**config.mk**
```make
export PLATFORM = sky130hd
export DESIGN_NAME = memory_test_pattern_checker_unit
export DESIGN_NICKNAME = d
export VERILOG_FILES = /design/src/rtl/mtpc_pkg.sv /design/src/rtl/mtpc_front.sv /design/src/rtl/mtpc_queue.sv /design/src/rtl/mtpc_back.sv /design/src/rtl/memory_test_pattern_checker_unit.sv
export SDC_FILE = /design/constraint.sdc
export NUM_CORES = 1
export LEC_CHECK = 0
export ABC_AREA = 0
export BUFFER_PORTS_ARGS = -buffer_cell sky130_fd_sc_hd__buf_2
export CAP_MARGIN = 20
export CORE_AREA = 2 2 180 182
export DETAILED_ROUTE_END_ITERATION = 7
export DIE_AREA = 0 0 182 184
export PLACE_DENSITY = 0.38
export SETUP_SLACK_MARGIN = 0.2
export SYNTH_ARGS = -nofsm -noshare
export SYNTH_HDL_FRONTEND = slang
export SYNTH_HIERARCHICAL = 1
export SYNTH_SLANG_ARGS = --single-unit
```
**constraint.sdc**
```tcl
create_clock -name clock -period 6.18 [get_ports clock]
set_input_delay 0.927 -clock clock [delete_from_list [all_inputs] [get_ports clock]]
set_output_delay 0.927 -clock clock [all_outputs]
set_load 0.05 [all_outputs]
```
**src/rtl/mtpc_pkg.sv**
```systemverilog
// mtpc_pkg: shared types and constants of the memory test pattern checker
// no dependencies
package mtpc_pkg;

   localparam int unsigned ADDR_W  = 16;
   localparam int unsigned BYTE_W  = 8;
   localparam int unsigned COUNT_W = 9;
   localparam int unsigned CSR_AW  = 4;
   localparam int unsigned CSR_DW  = 32;

   localparam logic [BYTE_W-1:0]  PATTERN_SEED      = 8'h42;
   localparam logic [ADDR_W-1:0]  START_ADDR_RESET  = 16'h4000;
   localparam logic [ADDR_W-1:0]  END_ADDR_RESET    = 16'h7fff;
   localparam logic [BYTE_W-1:0]  ERROR_LIMIT_RESET = 8'd20;
   localparam logic [COUNT_W-1:0] COUNT_MAX         = 9'h1ff;

   localparam logic [1:0] REG_START_ADDRESS = 2'd0;
   localparam logic [1:0] REG_END_ADDRESS   = 2'd1;
   localparam logic [1:0] REG_ERROR_LIMIT   = 2'd2;

   localparam logic OPCODE_FILL   = 1'b0;
   localparam logic OPCODE_VERIFY = 1'b1;

   typedef struct packed {
      logic              opcode;
      logic              restart;
      logic [BYTE_W-1:0] read_data;
   } in_type;

   typedef struct packed {
      logic [ADDR_W-1:0]  address;
      logic [BYTE_W-1:0]  pattern_byte;
      logic               mismatch;
      logic [COUNT_W-1:0] error_count;
      logic               aborted;
      logic               pass_last;
   } out_type;

   // classified step handed from front to back
   typedef struct packed {
      logic              is_verify;
      logic              is_restart;
      logic [BYTE_W-1:0] read_data;
   } op_type;

   typedef struct packed {
      logic [ADDR_W-1:0] start_address;
      logic [ADDR_W-1:0] end_address;
      logic [BYTE_W-1:0] error_limit;
   } cfg_type;

endpackage

```
**src/rtl/mtpc_front.sv**
```systemverilog
// mtpc_front: input register stage, classifies each step for the back end
// depends on mtpc_pkg
module mtpc_front import mtpc_pkg::*; (
   input  logic   clock,
   input  logic   reset,
   input  logic   req_valid,
   output logic   req_stall,
   input  in_type req_data,
   output logic   push_valid,
   input  logic   push_ready,
   output op_type push_op
);

   logic   valid_ff, valid_in;
   op_type op_ff, op_in;
   logic   accept;

   assign req_stall  = valid_ff && !push_ready;
   assign accept     = req_valid && !req_stall;
   assign push_valid = valid_ff;
   assign push_op    = op_ff;

   always_comb begin
      valid_in = accept || (valid_ff && !push_ready);
      op_in    = op_ff;
      if (accept) begin
         op_in.is_verify  = (req_data.opcode == OPCODE_VERIFY);
         op_in.is_restart = req_data.restart;
         op_in.read_data  = req_data.read_data;
      end
   end

   always_ff @(posedge clock) begin
      if (reset) begin
         valid_ff <= 1'b0;
      end else begin
         valid_ff <= valid_in;
      end
      op_ff <= op_in;
   end

endmodule

```
**src/rtl/mtpc_queue.sv**
```systemverilog
// mtpc_queue: small flop-based fifo between front and back
// depends on mtpc_pkg
module mtpc_queue import mtpc_pkg::*; #(
   parameter int unsigned DEPTH = 2
) (
   input  logic   clock,
   input  logic   reset,
   input  logic   push_valid,
   output logic   push_ready,
   input  op_type push_op,
   output logic   pop_valid,
   input  logic   pop_ready,
   output op_type pop_op
);

   localparam int unsigned PTR_W = $clog2(DEPTH);
   localparam int unsigned CNT_W = $clog2(DEPTH + 1);
   localparam logic [PTR_W-1:0] PTR_LAST = PTR_W'(DEPTH - 1);
   localparam logic [CNT_W-1:0] CNT_FULL = CNT_W'(DEPTH);

   op_type            entry_ff [DEPTH];
   logic [PTR_W-1:0]  wr_ptr_ff, wr_ptr_in;
   logic [PTR_W-1:0]  rd_ptr_ff, rd_ptr_in;
   logic [CNT_W-1:0]  count_ff, count_in;
   logic              do_push, do_pop;

   assign push_ready = (count_ff != CNT_FULL);
   assign pop_valid  = (count_ff != '0);
   assign pop_op     = entry_ff[rd_ptr_ff];
   assign do_push    = push_valid && push_ready;
   assign do_pop     = pop_valid && pop_ready;

   always_comb begin
      wr_ptr_in = wr_ptr_ff;
      rd_ptr_in = rd_ptr_ff;
      count_in  = count_ff;
      if (do_push) begin
         wr_ptr_in = (wr_ptr_ff == PTR_LAST) ? '0 : wr_ptr_ff + 1'b1;
      end
      if (do_pop) begin
         rd_ptr_in = (rd_ptr_ff == PTR_LAST) ? '0 : rd_ptr_ff + 1'b1;
      end
      if (do_push && !do_pop) begin
         count_in = count_ff + 1'b1;
      end else if (do_pop && !do_push) begin
         count_in = count_ff - 1'b1;
      end
   end

   always_ff @(posedge clock) begin
      if (reset) begin
         wr_ptr_ff <= '0;
         rd_ptr_ff <= '0;
         count_ff  <= '0;
      end else begin
         wr_ptr_ff <= wr_ptr_in;
         rd_ptr_ff <= rd_ptr_in;
         count_ff  <= count_in;
      end
      if (do_push) begin
         entry_ff[wr_ptr_ff] <= push_op;
      end
   end

endmodule

```
**src/rtl/mtpc_back.sv**
```systemverilog
// mtpc_back: pass state, pattern update, mismatch count and result register
// depends on mtpc_pkg
module mtpc_back import mtpc_pkg::*; (
   input  logic    clock,
   input  logic    reset,
   input  cfg_type cfg,
   input  logic    pop_valid,
   output logic    pop_ready,
   input  op_type  pop_op,
   output logic    rsp_valid,
   input  logic    rsp_stall,
   output out_type rsp_data
);

   logic [ADDR_W-1:0]  addr_ff, addr_in;
   logic [BYTE_W-1:0]  pat_ff, pat_in;
   logic [COUNT_W-1:0] cnt_ff, cnt_in;
   logic               abort_ff, abort_in;
   logic               valid_ff, valid_in;
   out_type            out_ff, out_in;

   logic [ADDR_W-1:0]  base_addr, next_addr;
   logic [BYTE_W-1:0]  base_pat, pat_half;
   logic [COUNT_W-1:0] base_cnt;
   logic               base_abort, miss, step;

   assign pop_ready = !valid_ff || !rsp_stall;
   assign step      = pop_valid && pop_ready;
   assign rsp_valid = valid_ff;
   assign rsp_data  = out_ff;

   always_comb begin
      base_addr  = pop_op.is_restart ? cfg.start_address : addr_ff;
      base_pat   = pop_op.is_restart ? PATTERN_SEED : pat_ff;
      base_cnt   = pop_op.is_restart ? '0 : cnt_ff;
      base_abort = pop_op.is_restart ? 1'b0 : abort_ff;

      pat_half = {base_pat[BYTE_W-2:0], 1'b0} ^ base_addr[ADDR_W-1:BYTE_W];
      pat_in   = {pat_half[BYTE_W-2:0], 1'b0} ^ ~base_addr[BYTE_W-1:0];

      miss     = pop_op.is_verify && !base_abort && (pop_op.read_data != pat_in);
      cnt_in   = base_cnt;
      abort_in = base_abort;
      if (miss) begin
         if (base_cnt != COUNT_MAX) begin
            cnt_in = base_cnt + 1'b1;
         end
         if (cnt_in > {1'b0, cfg.error_limit}) begin
            abort_in = 1'b1;
         end
      end

      next_addr = base_addr + 1'b1;
      addr_in   = next_addr;

      out_in.address      = base_addr;
      out_in.pattern_byte = pat_in;
      out_in.mismatch     = miss;
      out_in.error_count  = cnt_in;
      out_in.aborted      = abort_in;
      out_in.pass_last    = (next_addr == cfg.end_address);

      valid_in = step || (valid_ff && rsp_stall);
   end

   always_ff @(posedge clock) begin
      if (reset) begin
         addr_ff  <= START_ADDR_RESET;
         pat_ff   <= PATTERN_SEED;
         cnt_ff   <= '0;
         abort_ff <= 1'b0;
         valid_ff <= 1'b0;
      end else begin
         valid_ff <= valid_in;
         if (step) begin
            addr_ff  <= addr_in;
            pat_ff   <= pat_in;
            cnt_ff   <= cnt_in;
            abort_ff <= abort_in;
         end
      end
      if (step) begin
         out_ff <= out_in;
      end
   end

endmodule

```
**src/rtl/memory_test_pattern_checker_unit.sv**
```systemverilog
// memory_test_pattern_checker_unit: top level, register block and front/queue/back
// depends on mtpc_pkg, mtpc_front, mtpc_queue, mtpc_back
//
//   channel  signals                                 direction
//   req      req_valid, req_stall, req_data          step transaction in
//   rsp      rsp_valid, rsp_stall, rsp_data          result transaction out
//   csr      psel, penable, pwrite, paddr, pwdata,   register access
//            prdata, pready
//
// one step per cycle sustained while rsp is not stalled; a step passes through the input register,
// the queue entry and the result register before it shows on rsp; the back end's pattern
// and count update sets the rate
// synchronous reset loads the register defaults and the pass state of a new pass
// req stalls once the queue is full and the input register is held; the queue absorbs short rsp stalls
module memory_test_pattern_checker_unit import mtpc_pkg::*; #(
   parameter int unsigned QUEUE_DEPTH = 2
) (
   input  logic               clock,
   input  logic               reset,
   input  logic               req_valid,
   output logic               req_stall,
   input  in_type             req_data,
   output logic               rsp_valid,
   input  logic               rsp_stall,
   output out_type            rsp_data,
   input  logic               psel,
   input  logic               penable,
   input  logic               pwrite,
   input  logic [CSR_AW-1:0]  paddr,
   input  logic [CSR_DW-1:0]  pwdata,
   output logic [CSR_DW-1:0]  prdata,
   output logic               pready
);

   cfg_type cfg_ff, cfg_in;
   logic    cfg_write;
   logic    push_valid, push_ready, pop_valid, pop_ready;
   op_type  push_op, pop_op;

   assign pready    = 1'b1;
   assign cfg_write = psel && penable && pwrite && pready;

   always_comb begin
      cfg_in = cfg_ff;
      if (cfg_write) begin
         unique case (paddr[3:2])
            REG_START_ADDRESS: cfg_in.start_address = pwdata[ADDR_W-1:0];
            REG_END_ADDRESS:   cfg_in.end_address   = pwdata[ADDR_W-1:0];
            REG_ERROR_LIMIT:   cfg_in.error_limit   = pwdata[BYTE_W-1:0];
            default:           cfg_in = cfg_ff;
         endcase
      end
   end

   always_comb begin
      unique case (paddr[3:2])
         REG_START_ADDRESS: prdata = {{(CSR_DW-ADDR_W){1'b0}}, cfg_ff.start_address};
         REG_END_ADDRESS:   prdata = {{(CSR_DW-ADDR_W){1'b0}}, cfg_ff.end_address};
         REG_ERROR_LIMIT:   prdata = {{(CSR_DW-BYTE_W){1'b0}}, cfg_ff.error_limit};
         default:           prdata = '0;
      endcase
   end

   always_ff @(posedge clock) begin
      if (reset) begin
         cfg_ff.start_address <= START_ADDR_RESET;
         cfg_ff.end_address   <= END_ADDR_RESET;
         cfg_ff.error_limit   <= ERROR_LIMIT_RESET;
      end else begin
         cfg_ff <= cfg_in;
      end
   end

   mtpc_front u_front (
      .clock      (clock),
      .reset      (reset),
      .req_valid  (req_valid),
      .req_stall  (req_stall),
      .req_data   (req_data),
      .push_valid (push_valid),
      .push_ready (push_ready),
      .push_op    (push_op)
   );

   mtpc_queue #(
      .DEPTH (QUEUE_DEPTH)
   ) u_queue (
      .clock      (clock),
      .reset      (reset),
      .push_valid (push_valid),
      .push_ready (push_ready),
      .push_op    (push_op),
      .pop_valid  (pop_valid),
      .pop_ready  (pop_ready),
      .pop_op     (pop_op)
   );

   mtpc_back u_back (
      .clock     (clock),
      .reset     (reset),
      .cfg       (cfg_ff),
      .pop_valid (pop_valid),
      .pop_ready (pop_ready),
      .pop_op    (pop_op),
      .rsp_valid (rsp_valid),
      .rsp_stall (rsp_stall),
      .rsp_data  (rsp_data)
   );

endmodule
```
==> impl_metrics.yaml <==
synth:
  ys_ff_latch: 144
  yosysSeqAreaShare: 0.453
  yosys_most_used_dff: "dfxtp_1"
  synth_top_area_cell: "edfxtp_1"
  synth.avg_cell_area_um2: 10.2
  synthTopCellsByArea: "edfxtp_1, dfxtp_1, mux2i_1"
  async_reset_ff_frac: 0
  yosys_warnings: 6
  yosysUniqueCellTypes: 73
  synth_edf_count: 66
  synth.cell_area_um2: 7820
  synth_top_area_share: 0.253
  syn_inst: 767
global_route:
  grt_overflow: 0
  grt_pass1_wl_mm: 33.9
  grt_use_total: 0.135
  antenna_found_initial: 0
  grt_pass1_vias: 5575
  grt_max_degree: 77
clock_tree:
  clk_pin_slew_ps: 70
  clockBufferDepth: 2
  cts_tree: "done"
  numClockSinks: 144
  ctsResizeCount: 0
  cts_setup_buffers: 0
  cts-root-buf: "clkbuf_16"
  cts-buffers-inserted: 17
  cts.htree.levels: 4
  clock_latency_ps: 440
  cts_hold_buffers: 0
min_path:
  hp-class: "reg2reg"
  hp-start: "u_front/push_op[5]"
  holdPathEnd: "u_queue/entry_ff[0][5]"
  hold_path_depth: 0
cells_and_area:
  area_growth_pct: 16.5
  layout_commonest_cell: "buf_2"
  most-common-layout-cells: "buf_2, dfxtp_1, mux2i_1, nor2_1, nand2_1"
  fill_cells: 3311
  multi_input_area_um2: 3850
  seqCellArea_um2: 3540
  antenna_cells: 0
  drive_above_1_share: 0.185
  finalNetCount: 905
placed_design:
  dpl.hpwl_mm: 16.2
  port_buffers: 88
  place_congestion: 0.753
die:
  core-area_um2: 31400
  die-area_um2: 33500
  die_w_um: 182
  rows: 65
  fp.dieH_um: 184
  initial_core_util: 0.249
  num_io_pins: 124
worst_setup_path:
  critPathLaunchType: "flop"
  critPathMaxStageDelay_ps: 790
  worstSetupPathType: "reg2reg"
  cp_num_buf_inv: 2
  cp-end-kind: "flop"
  rr_worst_depth: 17
  cp.required_ps: 6370
  path_cells: "mux2_2 > buf_4 > nor2_1 > ha_1 > nand3_1 > nor4_1 > buf_4 > nor4_1 > nand3_1 > xnor2_1 > nor2_1 > ha_1 > a21oi_1 > nand2_1 > a2bb2oi_1 > o21ai_0 > nand2_1"
  r2r-end: "u_back/rsp_data[1]"
  path_delay_family: "simple AND/OR/NAND/NOR gates"
  worst-r2r-setup-slack_ps: 1270
  worstPathArrival_ps: 5100
  critPathMaxFanout: 54
  slowest_stage: "nor4_1"
pwr:
  p_leak_nw: 3.68
  power.internal_mw: 2.06
  pwr-share-comb: 0.326
  power.share.switching: 0.401
  seq_power_share: 0.367
  peakVddDrop_v: 0.000149
  power_switching_mw: 1.38
  power_density_nw_per_um2: 377
  p_clk_frac: 0.308
  total_power_mw: 3.43
route:
  wl_per_cell_um: 17.5
  antenna_left: 0
  viasPerCell: 4.44
  vias: 5575
  drc_errors: 0
  drtIter0Drc: 315
  first_pass_iters: 4
  routed_wirelength_mm: 22.0
timing:
  setup_tns_ps: 0
  rsz0062_at_grt: "false"
  fin_skew_ps: 13.9
  post-route-period-util: 0.794
  fin_crit_ps: 4910
  worst_pin_slew_ps: 960
  max_clock_freq_mhz: 204
  max_slew_margin: 0.354
  final_max_slew_viol_count: 0
  finalHoldViolCount: 0
  setup_viol: 0
flow_run:
  cap_violations: 0
run_status:
  status: "finished clean"
[Yosys cell counts, types with 5 or more instances]
| library cell | instances |
|---|---|
| mux2i_1 | 76 |
| a21oi_1 | 27 |
| edfxtp_1 | 66 |
| nand2_1 | 70 |
| nand2b_1 | 40 |
| clkbuf_1 | 17 |
| xor2_1 | 26 |
| nand3_1 | 13 |
| o21ai_0 | 21 |
| or3_1 | 6 |
| buf_6 | 5 |
| nand4_1 | 7 |
| xnor2_1 | 37 |
| nand4b_1 | 5 |
| buf_4 | 18 |
| dfxtp_1 | 78 |
| buf_2 | 9 |
| a31oi_1 | 5 |
| nor3_1 | 10 |
| nand3b_1 | 7 |
| nor2_1 | 72 |
| nor2b_1 | 5 |
| ha_1 | 11 |
| nor4_1 | 5 |
| mux2_2 | 16 |
| inv_1 | 37 |
[worst max path at each step]
stage / from / to / slack [ps] / depth (start not counted)
after floorplan: flop / u_back/rsp_data[1] / 1750 / 22
after global placement: flop / u_back/rsp_data[1] / 1280 / 17
after detailed placement: flop / u_back/rsp_data[1] / 1300 / 17
after CTS: flop / u_back/rsp_data[1] / 1280 / 17
after global routing: flop / u_back/rsp_data[1] / 930 / 17
final: flop / u_back/rsp_data[1] / 1270 / 17
[layout make-up]
cell class | count | area share
Clock buffer | 17 | 0.0467
Clock inverter | 15 | 0.0184
Inverter | 37 | 0.0152
Multi-Input combinational cell | 547 | 0.422
Sequential cell | 144 | 0.389
Tap cell | 402 | 0.0552
Timing Repair Buffer | 94 | 0.0533
[logic make-up after synthesis]
kind of cell,Yosys count,share of synthesized area
AND/OR/NAND/NOR,266,0.178
flip-flops,144,0.453
multiplexers,94,0.123
AO/OA/AOI/OAI,91,0.0797
buffers and inverters,91,0.0621
XOR/XNOR,68,0.0851
adder cells (fa/ha/maj),11,0.0176
other,2,0.000960
[layer usage]
metal  global-route usage  share of wire
met5                    0              0
met1                0.200           0.53
met3               0.0263          0.036
met2                0.199           0.43
met4               0.0358          0.011
[power groups by stage]
stage | clock network [mW] | logic, mW | registers [mW]
2_1_floorplan | 0 | 0.555 | 1.59
3_3_place_gp | 0 | 1.13 | 1.28
3_5_place_dp | 0 | 1.13 | 1.28
4_1_cts | 1.09 | 1.13 | 1.26
5_1_grt | 1.12 | 1.20 | 1.28
6_report | 1.06 | 1.12 | 1.26
[metrics by stage]
step | instances | worst slack, ps | utilization | hold slack, ps | area (um^2)
3_3_place_gp | 1224 | 1280 | 0.271 | 427 | 8520
3_5_place_dp | 1224 | 1300 | 0.271 | 433 | 8520
4_1_cts | 1256 | 1280 | 0.290 | 450 | 9110
5_1_grt | 1256 | 930 | 0.290 | 457 | 9110
2_1_floorplan | 782 | 1750 | - | 421 | 7880
6_report | 1256 | 1270 | 0.290 | 448 | 9110
[flip-flops by register name (all words and copies together) (netlist names), 2 cells and up, named ones only]
| signal | flops |
|---|---|
| u_queue/entry_ff | 20 |
| u_back/rsp_data | 36 |
| u_back/pat_ff | 5 |
| u_back/cnt_ff | 9 |
| u_queue/count_ff | 2 |
| u_front/push_op | 10 |
| cfg_ff | 40 |
| u_back/addr_ff | 16 |
No activity file was read; power rests on OpenSTA's default activity.
